[config.mk]
export PLATFORM = sky130hd
export DESIGN_NAME = keyframe_joint_interpolator_unit_flat
export DESIGN_NICKNAME = d
export VERILOG_FILES = /design/src/sv/kji_pkg.sv /design/src/sv/kji_in_if.sv /design/src/sv/kji_out_if.sv /design/src/sv/keyframe_joint_interpolator_unit.sv /design/src/sv/kji_div.sv /design/src/sv/kji_interp.sv /design/src/flat_wrapper.sv
export SDC_FILE = /design/constraint.sdc
export NUM_CORES = 2
export LEC_CHECK = 0
export ABC_CLOCK_PERIOD_IN_PS = 13200
export BUFFER_PORTS_ARGS = -buffer_cell sky130_fd_sc_hd__buf_4
export CAP_MARGIN = 20
export CORE_ASPECT_RATIO = 1.1
export CORE_MARGIN = 2
export CORE_UTILIZATION = 45
export DETAILED_ROUTE_END_ITERATION = 16
export PLACE_DENSITY = 0.68
export RECOVER_POWER = 50
export SYNTH_ARGS = -nofsm -noshare
export SYNTH_HDL_FRONTEND = slang
export SYNTH_SLANG_ARGS = --single-unit
[constraint.sdc]
create_clock -name clk -period 13.2 [get_ports clk]
set_clock_uncertainty 0.1 [all_clocks]
set_input_delay 1.32 -clock clk [delete_from_list [all_inputs] [get_ports clk]]
set_output_delay 1.32 -clock clk [all_outputs]
set_load 0.05 [all_outputs]
[src/sv/kji_pkg.sv]
// Shared constants, pose table and request/response types of the keyframe joint interpolator.
package kji_pkg;

  localparam int JOINT_COUNT = 12;
  localparam int POSE_COUNT  = 3;
  localparam int ANGLE_BITS  = 16;
  localparam int GAIN_BITS   = 16;
  localparam int TICK_BITS   = 18;
  localparam int FRAC_BITS   = 17;
  localparam int DIGIT_BITS  = 4;
  localparam int DIGITS      = 5;
  localparam int JOINT_BITS  = 4;
  localparam int SEG_BITS    = 2;

  localparam logic [JOINT_BITS-1:0] LAST_JOINT = JOINT_BITS'(JOINT_COUNT - 1);
  localparam logic [SEG_BITS-1:0]   LAST_SEG   = SEG_BITS'(POSE_COUNT - 1);

  // Input item commands
  localparam logic CMD_MEASURE = 1'b0;
  localparam logic CMD_TICK    = 1'b1;

  // Register indexes of the configuration port
  localparam logic [2:0] REG_SEG_ONE   = 3'd0;
  localparam logic [2:0] REG_SEG_TWO   = 3'd1;
  localparam logic [2:0] REG_SEG_THREE = 3'd2;
  localparam logic [2:0] REG_STIFFNESS = 3'd3;
  localparam logic [2:0] REG_DAMPING   = 3'd4;

  localparam logic [15:0] SEG_ONE_RESET   = 16'd500;
  localparam logic [15:0] SEG_TWO_RESET   = 16'd500;
  localparam logic [15:0] SEG_THREE_RESET = 16'd1000;
  localparam logic [15:0] STIFFNESS_RESET = 16'd15360;
  localparam logic [15:0] DAMPING_RESET   = 16'd1280;

  // Fixed poses in signed Q3.12 radians
  localparam logic signed [ANGLE_BITS-1:0] POSE_TABLE [0:POSE_COUNT-1][0:JOINT_COUNT-1] = '{
    '{16'sd0, 16'sd5571, -16'sd10854, 16'sd0, 16'sd5571, -16'sd10854,
      -16'sd819, 16'sd5571, -16'sd10854, 16'sd819, 16'sd5571, -16'sd10854},
    '{16'sd0, 16'sd2744, -16'sd5325, 16'sd0, 16'sd2744, -16'sd5325,
      16'sd0, 16'sd2744, -16'sd5325, 16'sd0, 16'sd2744, -16'sd5325},
    '{-16'sd1434, 16'sd5571, -16'sd10854, 16'sd1434, 16'sd5571, -16'sd10854,
      -16'sd2048, 16'sd5571, -16'sd10854, 16'sd2048, 16'sd5571, -16'sd10854}
  };

  typedef struct packed {
    logic                 start;
    logic [FRAC_BITS-1:0] x;
    logic [15:0]          d;
  } div_req_t;

  typedef struct packed {
    logic                 done;
    logic [FRAC_BITS-1:0] quot;
  } div_rsp_t;

  typedef struct packed {
    logic                        start;
    logic signed [ANGLE_BITS-1:0] a;
    logic signed [ANGLE_BITS-1:0] b;
    logic [FRAC_BITS-1:0]        frac;
  } interp_req_t;

  typedef struct packed {
    logic                        done;
    logic signed [ANGLE_BITS-1:0] target;
  } interp_rsp_t;

endpackage

[src/sv/kji_in_if.sv]
// Input channel: measurement and tick items.
interface kji_in_if;
  logic                                valid;
  logic                                ready;
  logic                                cmd;
  logic [kji_pkg::JOINT_BITS-1:0]      joint;
  logic signed [kji_pkg::ANGLE_BITS-1:0] measured_angle;

  modport source (output valid, output cmd, output joint, output measured_angle, input ready);
  modport sink (input valid, input cmd, input joint, input measured_angle, output ready);
endinterface

[src/sv/kji_out_if.sv]
// Output channel: one joint target per item.
interface kji_out_if;
  logic                                valid;
  logic                                ready;
  logic [kji_pkg::JOINT_BITS-1:0]      joint_out;
  logic signed [kji_pkg::ANGLE_BITS-1:0] target_angle;
  logic [kji_pkg::GAIN_BITS-1:0]       stiffness;
  logic [kji_pkg::GAIN_BITS-1:0]       damping;
  logic                                motion_done;
  logic                                last;

  modport source (output valid, output joint_out, output target_angle, output stiffness,
                  output damping, output motion_done, output last, input ready);
  modport sink (input valid, input joint_out, input target_angle, input stiffness,
                input damping, input motion_done, input last, output ready);
endinterface

[src/sv/keyframe_joint_interpolator_unit.sv]
// Three-segment keyframe trajectory generator for twelve joints.
// A measurement item is taken in the idle state; once the motion is done a tick passes each
// joint through the start and emit states. Otherwise a tick runs the segment search and the
// bit-serial divider, then each joint through the 4-bit digit-serial interpolator.
// Output stalls stretch the tick. Synchronous reset restores register defaults and clears
// angles, tick counter, finished flag and output valid, and sets the first-tick flag.
module keyframe_joint_interpolator_unit (
  input  logic        clk,
  input  logic        rst,
  kji_in_if.sink      in_ch,
  kji_out_if.source   out_ch,
  input  logic        cfg_we,
  input  logic [2:0]  cfg_index,
  input  logic [15:0] cfg_data
);

  localparam logic [2:0] ST_IDLE   = 3'd0;
  localparam logic [2:0] ST_SEARCH = 3'd1;
  localparam logic [2:0] ST_DIV    = 3'd2;
  localparam logic [2:0] ST_MSTART = 3'd3;
  localparam logic [2:0] ST_MWAIT  = 3'd4;
  localparam logic [2:0] ST_EMIT   = 3'd5;

  logic [2:0] state;
  logic [2:0] state_next;

  logic [15:0] seg_ticks [0:kji_pkg::POSE_COUNT-1];
  logic [15:0] stiffness_gain;
  logic [15:0] damping_gain;

  logic signed [kji_pkg::ANGLE_BITS-1:0] latest_angle [0:kji_pkg::JOINT_COUNT-1];
  logic signed [kji_pkg::ANGLE_BITS-1:0] start_angle [0:kji_pkg::JOINT_COUNT-1];

  logic [kji_pkg::TICK_BITS-1:0]  tick_count;
  logic [kji_pkg::TICK_BITS-1:0]  offset;
  logic                           first_tick;
  logic                           finished;
  logic [kji_pkg::SEG_BITS-1:0]   seg;
  logic [kji_pkg::SEG_BITS-1:0]   seg_prev;
  logic [kji_pkg::JOINT_BITS-1:0] jidx;
  logic [kji_pkg::FRAC_BITS-1:0]  frac;
  logic signed [kji_pkg::ANGLE_BITS-1:0] target;

  logic [15:0]                   seg_len;
  logic [kji_pkg::TICK_BITS:0]   seg_end;
  logic                          hit;
  logic                          in_fire;
  logic                          out_free;
  logic signed [kji_pkg::ANGLE_BITS-1:0] from_angle;

  kji_pkg::div_req_t    div_req;
  kji_pkg::div_rsp_t    div_rsp;
  kji_pkg::interp_req_t ip_req;
  kji_pkg::interp_rsp_t ip_rsp;

  assign in_ch.ready = (state == ST_IDLE);
  assign in_fire     = in_ch.valid && in_ch.ready;
  assign out_free    = !out_ch.valid || out_ch.ready;

  always_comb begin
    seg_len  = seg_ticks[seg];
    seg_end  = {1'b0, offset} + 19'(seg_len);
    hit      = {1'b0, tick_count} <= seg_end;
    seg_prev = seg - 2'd1;
    if (seg == 2'd0) begin
      from_angle = first_tick ? latest_angle[jidx] : start_angle[jidx];
    end else begin
      from_angle = kji_pkg::POSE_TABLE[seg_prev][jidx];
    end
  end

  always_comb begin
    div_req.start = (state == ST_SEARCH) && hit;
    div_req.x     = 17'(tick_count - offset);
    div_req.d     = seg_len;
    ip_req.start  = (state == ST_MSTART) && !finished;
    ip_req.a      = from_angle;
    ip_req.b      = kji_pkg::POSE_TABLE[seg][jidx];
    ip_req.frac   = frac;
  end

  kji_div u_div (
    .clk (clk),
    .rst (rst),
    .req (div_req),
    .rsp (div_rsp)
  );

  kji_interp u_interp (
    .clk (clk),
    .rst (rst),
    .req (ip_req),
    .rsp (ip_rsp)
  );

  always_comb begin
    state_next = state;
    case (state)
      ST_IDLE: begin
        if (in_fire && (in_ch.cmd == kji_pkg::CMD_TICK)) begin
          state_next = finished ? ST_MSTART : ST_SEARCH;
        end
      end
      ST_SEARCH: begin
        if (hit) begin
          state_next = ST_DIV;
        end else if (seg == kji_pkg::LAST_SEG) begin
          state_next = ST_MSTART;
        end
      end
      ST_DIV: begin
        if (div_rsp.done) begin
          state_next = ST_MSTART;
        end
      end
      ST_MSTART: begin
        state_next = finished ? ST_EMIT : ST_MWAIT;
      end
      ST_MWAIT: begin
        if (ip_rsp.done) begin
          state_next = ST_EMIT;
        end
      end
      ST_EMIT: begin
        if (out_free) begin
          state_next = (jidx == kji_pkg::LAST_JOINT) ? ST_IDLE : ST_MSTART;
        end
      end
      default: state_next = ST_IDLE;
    endcase
  end

  always_ff @(posedge clk) begin
    if (rst) begin
      state          <= ST_IDLE;
      seg_ticks[0]   <= kji_pkg::SEG_ONE_RESET;
      seg_ticks[1]   <= kji_pkg::SEG_TWO_RESET;
      seg_ticks[2]   <= kji_pkg::SEG_THREE_RESET;
      stiffness_gain <= kji_pkg::STIFFNESS_RESET;
      damping_gain   <= kji_pkg::DAMPING_RESET;
      tick_count     <= '0;
      offset         <= '0;
      first_tick     <= 1'b1;
      finished       <= 1'b0;
      seg            <= '0;
      jidx           <= '0;
      out_ch.valid   <= 1'b0;
      for (int i = 0; i < kji_pkg::JOINT_COUNT; i++) begin
        latest_angle[i] <= '0;
        start_angle[i]  <= '0;
      end
    end else begin
      state <= state_next;
      // In the emit state the output register is reloaded below
      if (out_ch.valid && out_ch.ready && (state != ST_EMIT)) begin
        out_ch.valid <= 1'b0;
      end
      if (cfg_we) begin
        case (cfg_index)
          kji_pkg::REG_SEG_ONE:   seg_ticks[0]   <= cfg_data;
          kji_pkg::REG_SEG_TWO:   seg_ticks[1]   <= cfg_data;
          kji_pkg::REG_SEG_THREE: seg_ticks[2]   <= cfg_data;
          kji_pkg::REG_STIFFNESS: stiffness_gain <= cfg_data;
          kji_pkg::REG_DAMPING:   damping_gain   <= cfg_data;
          default: ;
        endcase
      end
      case (state)
        ST_IDLE: begin
          if (in_fire) begin
            if (in_ch.cmd == kji_pkg::CMD_MEASURE) begin
              if (in_ch.joint <= kji_pkg::LAST_JOINT) begin
                latest_angle[in_ch.joint] <= in_ch.measured_angle;
              end
            end else begin
              if (tick_count != '1) begin
                tick_count <= tick_count + 18'd1;
              end
              offset <= '0;
              seg    <= '0;
              jidx   <= '0;
            end
          end
        end
        ST_SEARCH: begin
          if (!hit) begin
            offset <= seg_end[kji_pkg::TICK_BITS-1:0];
            if (seg == kji_pkg::LAST_SEG) begin
              finished <= 1'b1;
            end else begin
              seg <= seg + 2'd1;
            end
          end
        end
        ST_DIV: begin
          if (div_rsp.done) begin
            frac <= div_rsp.quot;
          end
        end
        ST_MSTART: begin
          if (finished) begin
            target <= kji_pkg::POSE_TABLE[kji_pkg::LAST_SEG][jidx];
          end
        end
        ST_MWAIT: begin
          if (ip_rsp.done) begin
            target <= ip_rsp.target;
          end
        end
        ST_EMIT: begin
          if (out_free) begin
            out_ch.valid        <= 1'b1;
            out_ch.joint_out    <= jidx;
            out_ch.target_angle <= target;
            out_ch.stiffness    <= stiffness_gain;
            out_ch.damping      <= damping_gain;
            out_ch.motion_done  <= finished;
            out_ch.last         <= (jidx == kji_pkg::LAST_JOINT);
            // Latch start positions joint by joint on the first tick
            if (first_tick) begin
              start_angle[jidx] <= latest_angle[jidx];
            end
            if (jidx == kji_pkg::LAST_JOINT) begin
              first_tick <= 1'b0;
            end else begin
              jidx <= jidx + 4'd1;
            end
          end
        end
        default: ;
      endcase
    end
  end

`ifndef NO_ASSERTIONS
  a_last_joint: assert property (@(posedge clk) disable iff (rst)
    out_ch.valid |-> (out_ch.last == (out_ch.joint_out == kji_pkg::LAST_JOINT)))
    else $error("last flag does not match joint index");

  a_div_in_state: assert property (@(posedge clk) disable iff (rst)
    div_rsp.done |-> (state == ST_DIV))
    else $error("divider finished outside the divide state");

  a_frac_range: assert property (@(posedge clk) disable iff (rst)
    div_rsp.done |-> (div_rsp.quot <= 17'h10000))
    else $error("segment fraction above one");

  a_done_sticky: assert property (@(posedge clk) disable iff (rst)
    finished |=> finished)
    else $error("finished flag dropped");
`endif

endmodule

[src/sv/kji_div.sv]
// Bit-serial restoring divider for the segment fraction (x << 16) / d.
module kji_div (
  input  logic              clk,
  input  logic              rst,
  input  kji_pkg::div_req_t req,
  output kji_pkg::div_rsp_t rsp
);

  logic [kji_pkg::FRAC_BITS-1:0] rem;
  logic [kji_pkg::FRAC_BITS-1:0] quot;
  logic [15:0]                   dvs;
  logic [4:0]                    cnt;
  logic                          busy;
  logic                          done;
  logic [kji_pkg::FRAC_BITS-1:0] trial;
  logic                          ge;

  // x never exceeds d, so the first step needs no shift
  always_comb begin
    trial = (cnt == 5'd0) ? rem : {rem[kji_pkg::FRAC_BITS-2:0], 1'b0};
    ge    = trial >= {1'b0, dvs};
  end

  always_ff @(posedge clk) begin
    if (rst) begin
      busy <= 1'b0;
      done <= 1'b0;
    end else begin
      done <= busy && (cnt == 5'(kji_pkg::FRAC_BITS - 1));
      if (req.start) begin
        busy <= 1'b1;
      end else if (busy && (cnt == 5'(kji_pkg::FRAC_BITS - 1))) begin
        busy <= 1'b0;
      end
    end
  end

  always_ff @(posedge clk) begin
    if (req.start) begin
      rem  <= req.x;
      dvs  <= req.d;
      cnt  <= 5'd0;
      quot <= '0;
    end else if (busy) begin
      rem  <= ge ? (trial - {1'b0, dvs}) : trial;
      quot <= {quot[kji_pkg::FRAC_BITS-2:0], ge};
      cnt  <= cnt + 5'd1;
    end
  end

  assign rsp.done = done;
  assign rsp.quot = quot;

endmodule

[src/sv/kji_interp.sv]
// Digit-serial linear interpolation a + floor((b - a) * frac / 65536), saturated.
module kji_interp (
  input  logic                 clk,
  input  logic                 rst,
  input  kji_pkg::interp_req_t req,
  output kji_pkg::interp_rsp_t rsp
);

  localparam int SR_BITS  = kji_pkg::DIGIT_BITS * kji_pkg::DIGITS;
  localparam int ACC_BITS = 36;

  logic signed [kji_pkg::ANGLE_BITS:0]   diff;
  logic signed [kji_pkg::ANGLE_BITS-1:0] a_r;
  logic [SR_BITS-1:0]                    sr;
  logic signed [ACC_BITS-1:0]            acc;
  logic [2:0]                            cnt;
  logic                                  busy;
  logic                                  done;
  logic signed [21:0]                    prod;
  logic signed [19:0]                    sum;
  logic signed [kji_pkg::ANGLE_BITS-1:0] sat;

  always_comb begin
    prod = diff * $signed({1'b0, sr[SR_BITS-1 -: kji_pkg::DIGIT_BITS]});
    sum  = 20'(a_r) + $signed(acc[35:16]);
    if (sum > 20'sd32767) begin
      sat = 16'sh7fff;
    end else if (sum < -20'sd32768) begin
      sat = 16'sh8000;
    end else begin
      sat = sum[15:0];
    end
  end

  always_ff @(posedge clk) begin
    if (rst) begin
      busy <= 1'b0;
      done <= 1'b0;
    end else begin
      done <= busy && (cnt == 3'(kji_pkg::DIGITS - 1));
      if (req.start) begin
        busy <= 1'b1;
      end else if (busy && (cnt == 3'(kji_pkg::DIGITS - 1))) begin
        busy <= 1'b0;
      end
    end
  end

  // Most significant digit first: shift the sum up one digit, add the next partial product
  always_ff @(posedge clk) begin
    if (req.start) begin
      diff <= 17'(req.b) - 17'(req.a);
      a_r  <= req.a;
      sr   <= SR_BITS'(req.frac);
      acc  <= '0;
      cnt  <= 3'd0;
    end else if (busy) begin
      acc <= (acc <<< kji_pkg::DIGIT_BITS) + ACC_BITS'(prod);
      sr  <= sr << kji_pkg::DIGIT_BITS;
      cnt <= cnt + 3'd1;
    end
  end

  assign rsp.done   = done;
  assign rsp.target = sat;

endmodule

[src/flat_wrapper.sv]
// flat-port wrapper written by rule: the top's interface ports become plain ports
module keyframe_joint_interpolator_unit_flat 
  (clk, rst, cfg_we, cfg_index, cfg_data, in_ch_valid, in_ch_cmd, in_ch_joint, in_ch_measured_angle, in_ch_ready, out_ch_valid, out_ch_joint_out, out_ch_target_angle, out_ch_stiffness, out_ch_damping, out_ch_motion_done, out_ch_last, out_ch_ready);
  kji_in_if in_ch_i ();
  kji_out_if out_ch_i ();
  input  logic clk;
  input  logic rst;
  input  logic cfg_we;
  input  logic [2:0] cfg_index;
  input  logic [15:0] cfg_data;
  input wire logic [$bits(in_ch_i.valid)-1:0] in_ch_valid;
  input wire logic [$bits(in_ch_i.cmd)-1:0] in_ch_cmd;
  input wire logic [$bits(in_ch_i.joint)-1:0] in_ch_joint;
  input wire logic [$bits(in_ch_i.measured_angle)-1:0] in_ch_measured_angle;
  output wire logic [$bits(in_ch_i.ready)-1:0] in_ch_ready;
  output wire logic [$bits(out_ch_i.valid)-1:0] out_ch_valid;
  output wire logic [$bits(out_ch_i.joint_out)-1:0] out_ch_joint_out;
  output wire logic [$bits(out_ch_i.target_angle)-1:0] out_ch_target_angle;
  output wire logic [$bits(out_ch_i.stiffness)-1:0] out_ch_stiffness;
  output wire logic [$bits(out_ch_i.damping)-1:0] out_ch_damping;
  output wire logic [$bits(out_ch_i.motion_done)-1:0] out_ch_motion_done;
  output wire logic [$bits(out_ch_i.last)-1:0] out_ch_last;
  input wire logic [$bits(out_ch_i.ready)-1:0] out_ch_ready;
  assign in_ch_i.valid = in_ch_valid;
  assign in_ch_i.cmd = in_ch_cmd;
  assign in_ch_i.joint = in_ch_joint;
  assign in_ch_i.measured_angle = in_ch_measured_angle;
  assign in_ch_ready = in_ch_i.ready;
  assign out_ch_valid = out_ch_i.valid;
  assign out_ch_joint_out = out_ch_i.joint_out;
  assign out_ch_target_angle = out_ch_i.target_angle;
  assign out_ch_stiffness = out_ch_i.stiffness;
  assign out_ch_damping = out_ch_i.damping;
  assign out_ch_motion_done = out_ch_i.motion_done;
  assign out_ch_last = out_ch_i.last;
  assign out_ch_i.ready = out_ch_ready;
  keyframe_joint_interpolator_unit u_core (.clk(clk), .rst(rst), .in_ch(in_ch_i), .out_ch(out_ch_i), .cfg_we(cfg_we), .cfg_index(cfg_index), .cfg_data(cfg_data));
endmodule
==> metrics.md <==
| Metric | Value |
|---|---|
| Post-synth top cells | `730 x edfxtp_1, 442 x nor2_1, 276 x and2_1, 266 x nand2_1, 204 x a21oi_1` |
| Row Count | `123` |
| RSZ-0062 raised after global routing | `false` |
| Worst-margin pin slew | `3510 ps` |
| Die width | `309 um` |
| Synthesis-to-finish area growth | `11.3%` |
| Syn avg cell area | `12.1 um^2` |
| WS Path Type | `register to register` |
| Synth area leader | `edfxtp_1` |
| Cell leakage power | `19.0 nW` |
| Violated checks | `capacitance limit, slew limit` |
| Final hold violation count | `0` |
| Area contributors post-synth | `edfxtp_1 48%, mux4_2 7.0%, dfxtp_1 6.7%, ha_1 5.2%, and2_1 3.7%` |
| Vias in the first global route | `29500` |
| Layout Cells excl Fill | `5369` |
| Hold-fix buffers, CTS | `0` |
| Share of cells above drive strength 1 | `0.118` |
| Rel. slew slack | `-1.34` |
| First-pass GRT wire length | `171000 um` |
| Largest net degree at the start of global routing | `65` |
| Synthesized flop and latch total | `884` |
| Gr usage total | `0.209` |
| Setup TNS | `0 ps` |
| Number of synthesized flops with an enable pin | `730` |
| Area of the multi-input gates | `19900 um^2` |
| Total gr overflow | `0` |
| Clock insertion delay at the later pin of the skew report | `680 ps` |
| Max Slew Vio Count | `468` |
| Min Tclk post-route | `7520 ps` |
| Hold Crit Class | `register to register` |
| # setup viols final | `0` |
| Placed cell count | `5192` |
| WP data required | `13590 ps` |
| Sequential share of the synthesized area | `0.543` |
| DR iter-0 viols | `2897` |
| Max Cap Violations | `10` |
| Post-DP HPWL | `72300 um` |
| Antenna violations before repair | `1` |
| Avg Vias per Cell | `5.46` |
| Reg area | `25000 um^2` |
| Post-cts resize count | `0` |
| Crit path DAT | `7920 ps` |
| Nets@finish | `4236` |
| Core region area | `102000 um^2` |
| Post-synth cell types | `91` |
| Total number of H-tree levels | `3` |
| Total of warnings raised by yosys | `0` |
| Outcome | `complete, but fails checks` |
| Drt first pass iters | `6` |
| CTS clk-pin slew, worst paths | `60 ps` |
| Root Driver | `clkbuf_16` |
| Initial Utilization | `0.452` |
| CTS tree | `done` |
| # diodes | `0` |
| Total detailed-routing wirelength | `109000 um` |
| Most frequent cell after synthesis | `edfxtp_1` |
| I/O pins | `101` |
| Post-DRT Antenna Nets | `0` |
| Placed instance area | `48600 um^2` |
| Fin crit share | `0.570` |
| Critical path capture point type | `register` |
| Clk buf depth | `3` |
| Fraction of registers with async set/reset | `0` |
| Number of buffers created by CTS | `95` |
| WL/cell | `20.3 um` |
| DRC violations left | `0` |
| Clk sink count | `884` |
| Cells after Synth | `3793` |
| Placer congestion estimate | `0.890` |
| Die area | `105000 um^2` |
| Post-synth top area share | `0.476` |
| Max Fclk | `0.133 GHz` |
| Buffers on Ports | `100` |
| Fillers | `8969` |
| PwrDens | `176 nW/um^2` |
| Ys flop type | `edfxtp_1` |
| Worst setup SP type | `register` |
| Post-CTS Setup Repair Bufs | `0` |
| VDD IR max | `0.106 mV` |
| Finished Cell Area | `51300 um^2` |
| Mapped cell area | `46100 um^2` |
| Max Fanout on Critical Path | `58` |
| Routed vias | `29300` |
| Die Height | `340 um` |
[kinds of logic (layout without fill, tap and decap cells)]
logic type | count (synthesis) | after routing | share of synthesized area
XOR/XNOR | 118 | 118 | 0.0224
adder cells (fa/ha/maj) | 276 | 276 | 0.0888
other | 1 | 64 | 0.0000814
AND/OR/NAND/NOR | 1259 | 1259 | 0.131
buffers and inverters | 367 | 505 | 0.0308
flip-flops | 884 | 884 | 0.543
multiplexers | 292 | 292 | 0.104
AO/OA/AOI/OAI | 596 | 596 | 0.0798
[cell usage in the layout, fill, tap and decap left out, types with 131 or more instances in the layout]
| cell type | instances |
|---|---|
| nand2_1 | 266 |
| ha_1 | 191 |
| mux4_2 | 144 |
| inv_1 | 150 |
| a21oi_1 | 204 |
| nor2_1 | 438 |
| dfxtp_1 | 147 |
| edfxtp_1 | 730 |
| o21ai_0 | 131 |
| and2_1 | 154 |
[state kept, by name, summed over array words and instances, names as in the netlist, 4 cells and up, named ones only]
register and count:
u_core.latest_angle 256, u_core.start_angle 256, u_core.seg_ticks 48, u_core.u_interp.acc 36
u_core.u_interp.sr 20, u_core.offset 18, u_core.tick_count 18, u_core.frac 17
u_core.u_div.quot 17, u_core.u_div.rem 17, u_core.u_interp.diff 17, u_core.damping_gain 16
u_core.out_ch.damping 16, u_core.out_ch.stiffness 16, u_core.out_ch.target_angle 16, u_core.stiffness_gain 16
u_core.target 16, u_core.u_div.dvs 16, u_core.u_interp.a_r 16, u_core.u_div.cnt 5
u_core.jidx 4, u_core.out_ch.joint_out 4
[cell type report]
type / instances / area share
sequential: 884 / 0.488
multi-input combinational: 2605 / 0.388
clock buffer: 118 / 0.0497
tap: 1375 / 0.0335
timing repair buffer: 178 / 0.0186
inverter: 151 / 0.0110
clock inverter: 58 / 0.0110
[path summary, 6_finish.rpt]
check	slack, ps	cells after the start	to	from
worst min register to register	320	0	u_core.out_ch.target_angle[3]	u_core.target[3]
worst max-delay path	5680	21	u_core.u_interp.diff[14]	u_core.jidx[1]
worst min-delay path	320	0	u_core.out_ch.target_angle[3]	u_core.target[3]
worst max register to register	5680	21	u_core.u_interp.diff[14]	u_core.jidx[1]
[layer usage]
layer | vias up | routed length [um] | track usage
met4 | 0 | 3050 | 0.0614
met1 | 14400 | 46300 | 0.280
met5 | - | 0 | 0
met3 | 184 | 5660 | 0.0267
met2 | 908 | 54000 | 0.354
li1 | 13900 | - | -
[metrics by stage]
stage	power, mW	utilization	worst slack [ps]	hold WS (ps)
final	9.02	0.503	5680	320
after global routing	9.58	0.503	5150	331
after CTS	9.09	0.507	6550	319
after detailed placement	6.41	0.477	6580	305
after global placement	6.37	0.477	6570	310
after floorplan	5.75	-	7250	300
[worst max-delay path: stages, from the launching register on]
cell and delay, ps:
dfxtp_1 300, clkbuf_1 1770, clkinv_1 1480, nand2_1 500, o221ai_1 150, o21ai_0 130
a21oi_1 110, a21oi_1 200, ha_1 210, inv_1 60, fa_1 400, a21o_1 180
a21oi_1 210, o21ai_0 100, a21oi_1 230, o21bai_1 90, a21oi_1 220, nor2b_1 90
o31a_1 280, o211ai_1 240, a21oi_1 120, a31oi_1 140
[power breakdown]
group | internal, mW | switching, mW | total (mW)
logic | 1.25 | 1.66 | 2.91
clock network | 1.54 | 1.13 | 2.67
registers | 3.29 | 0.157 | 3.44
total | 6.08 | 2.95 | 9.02
(Power assumes the default switching activity.)
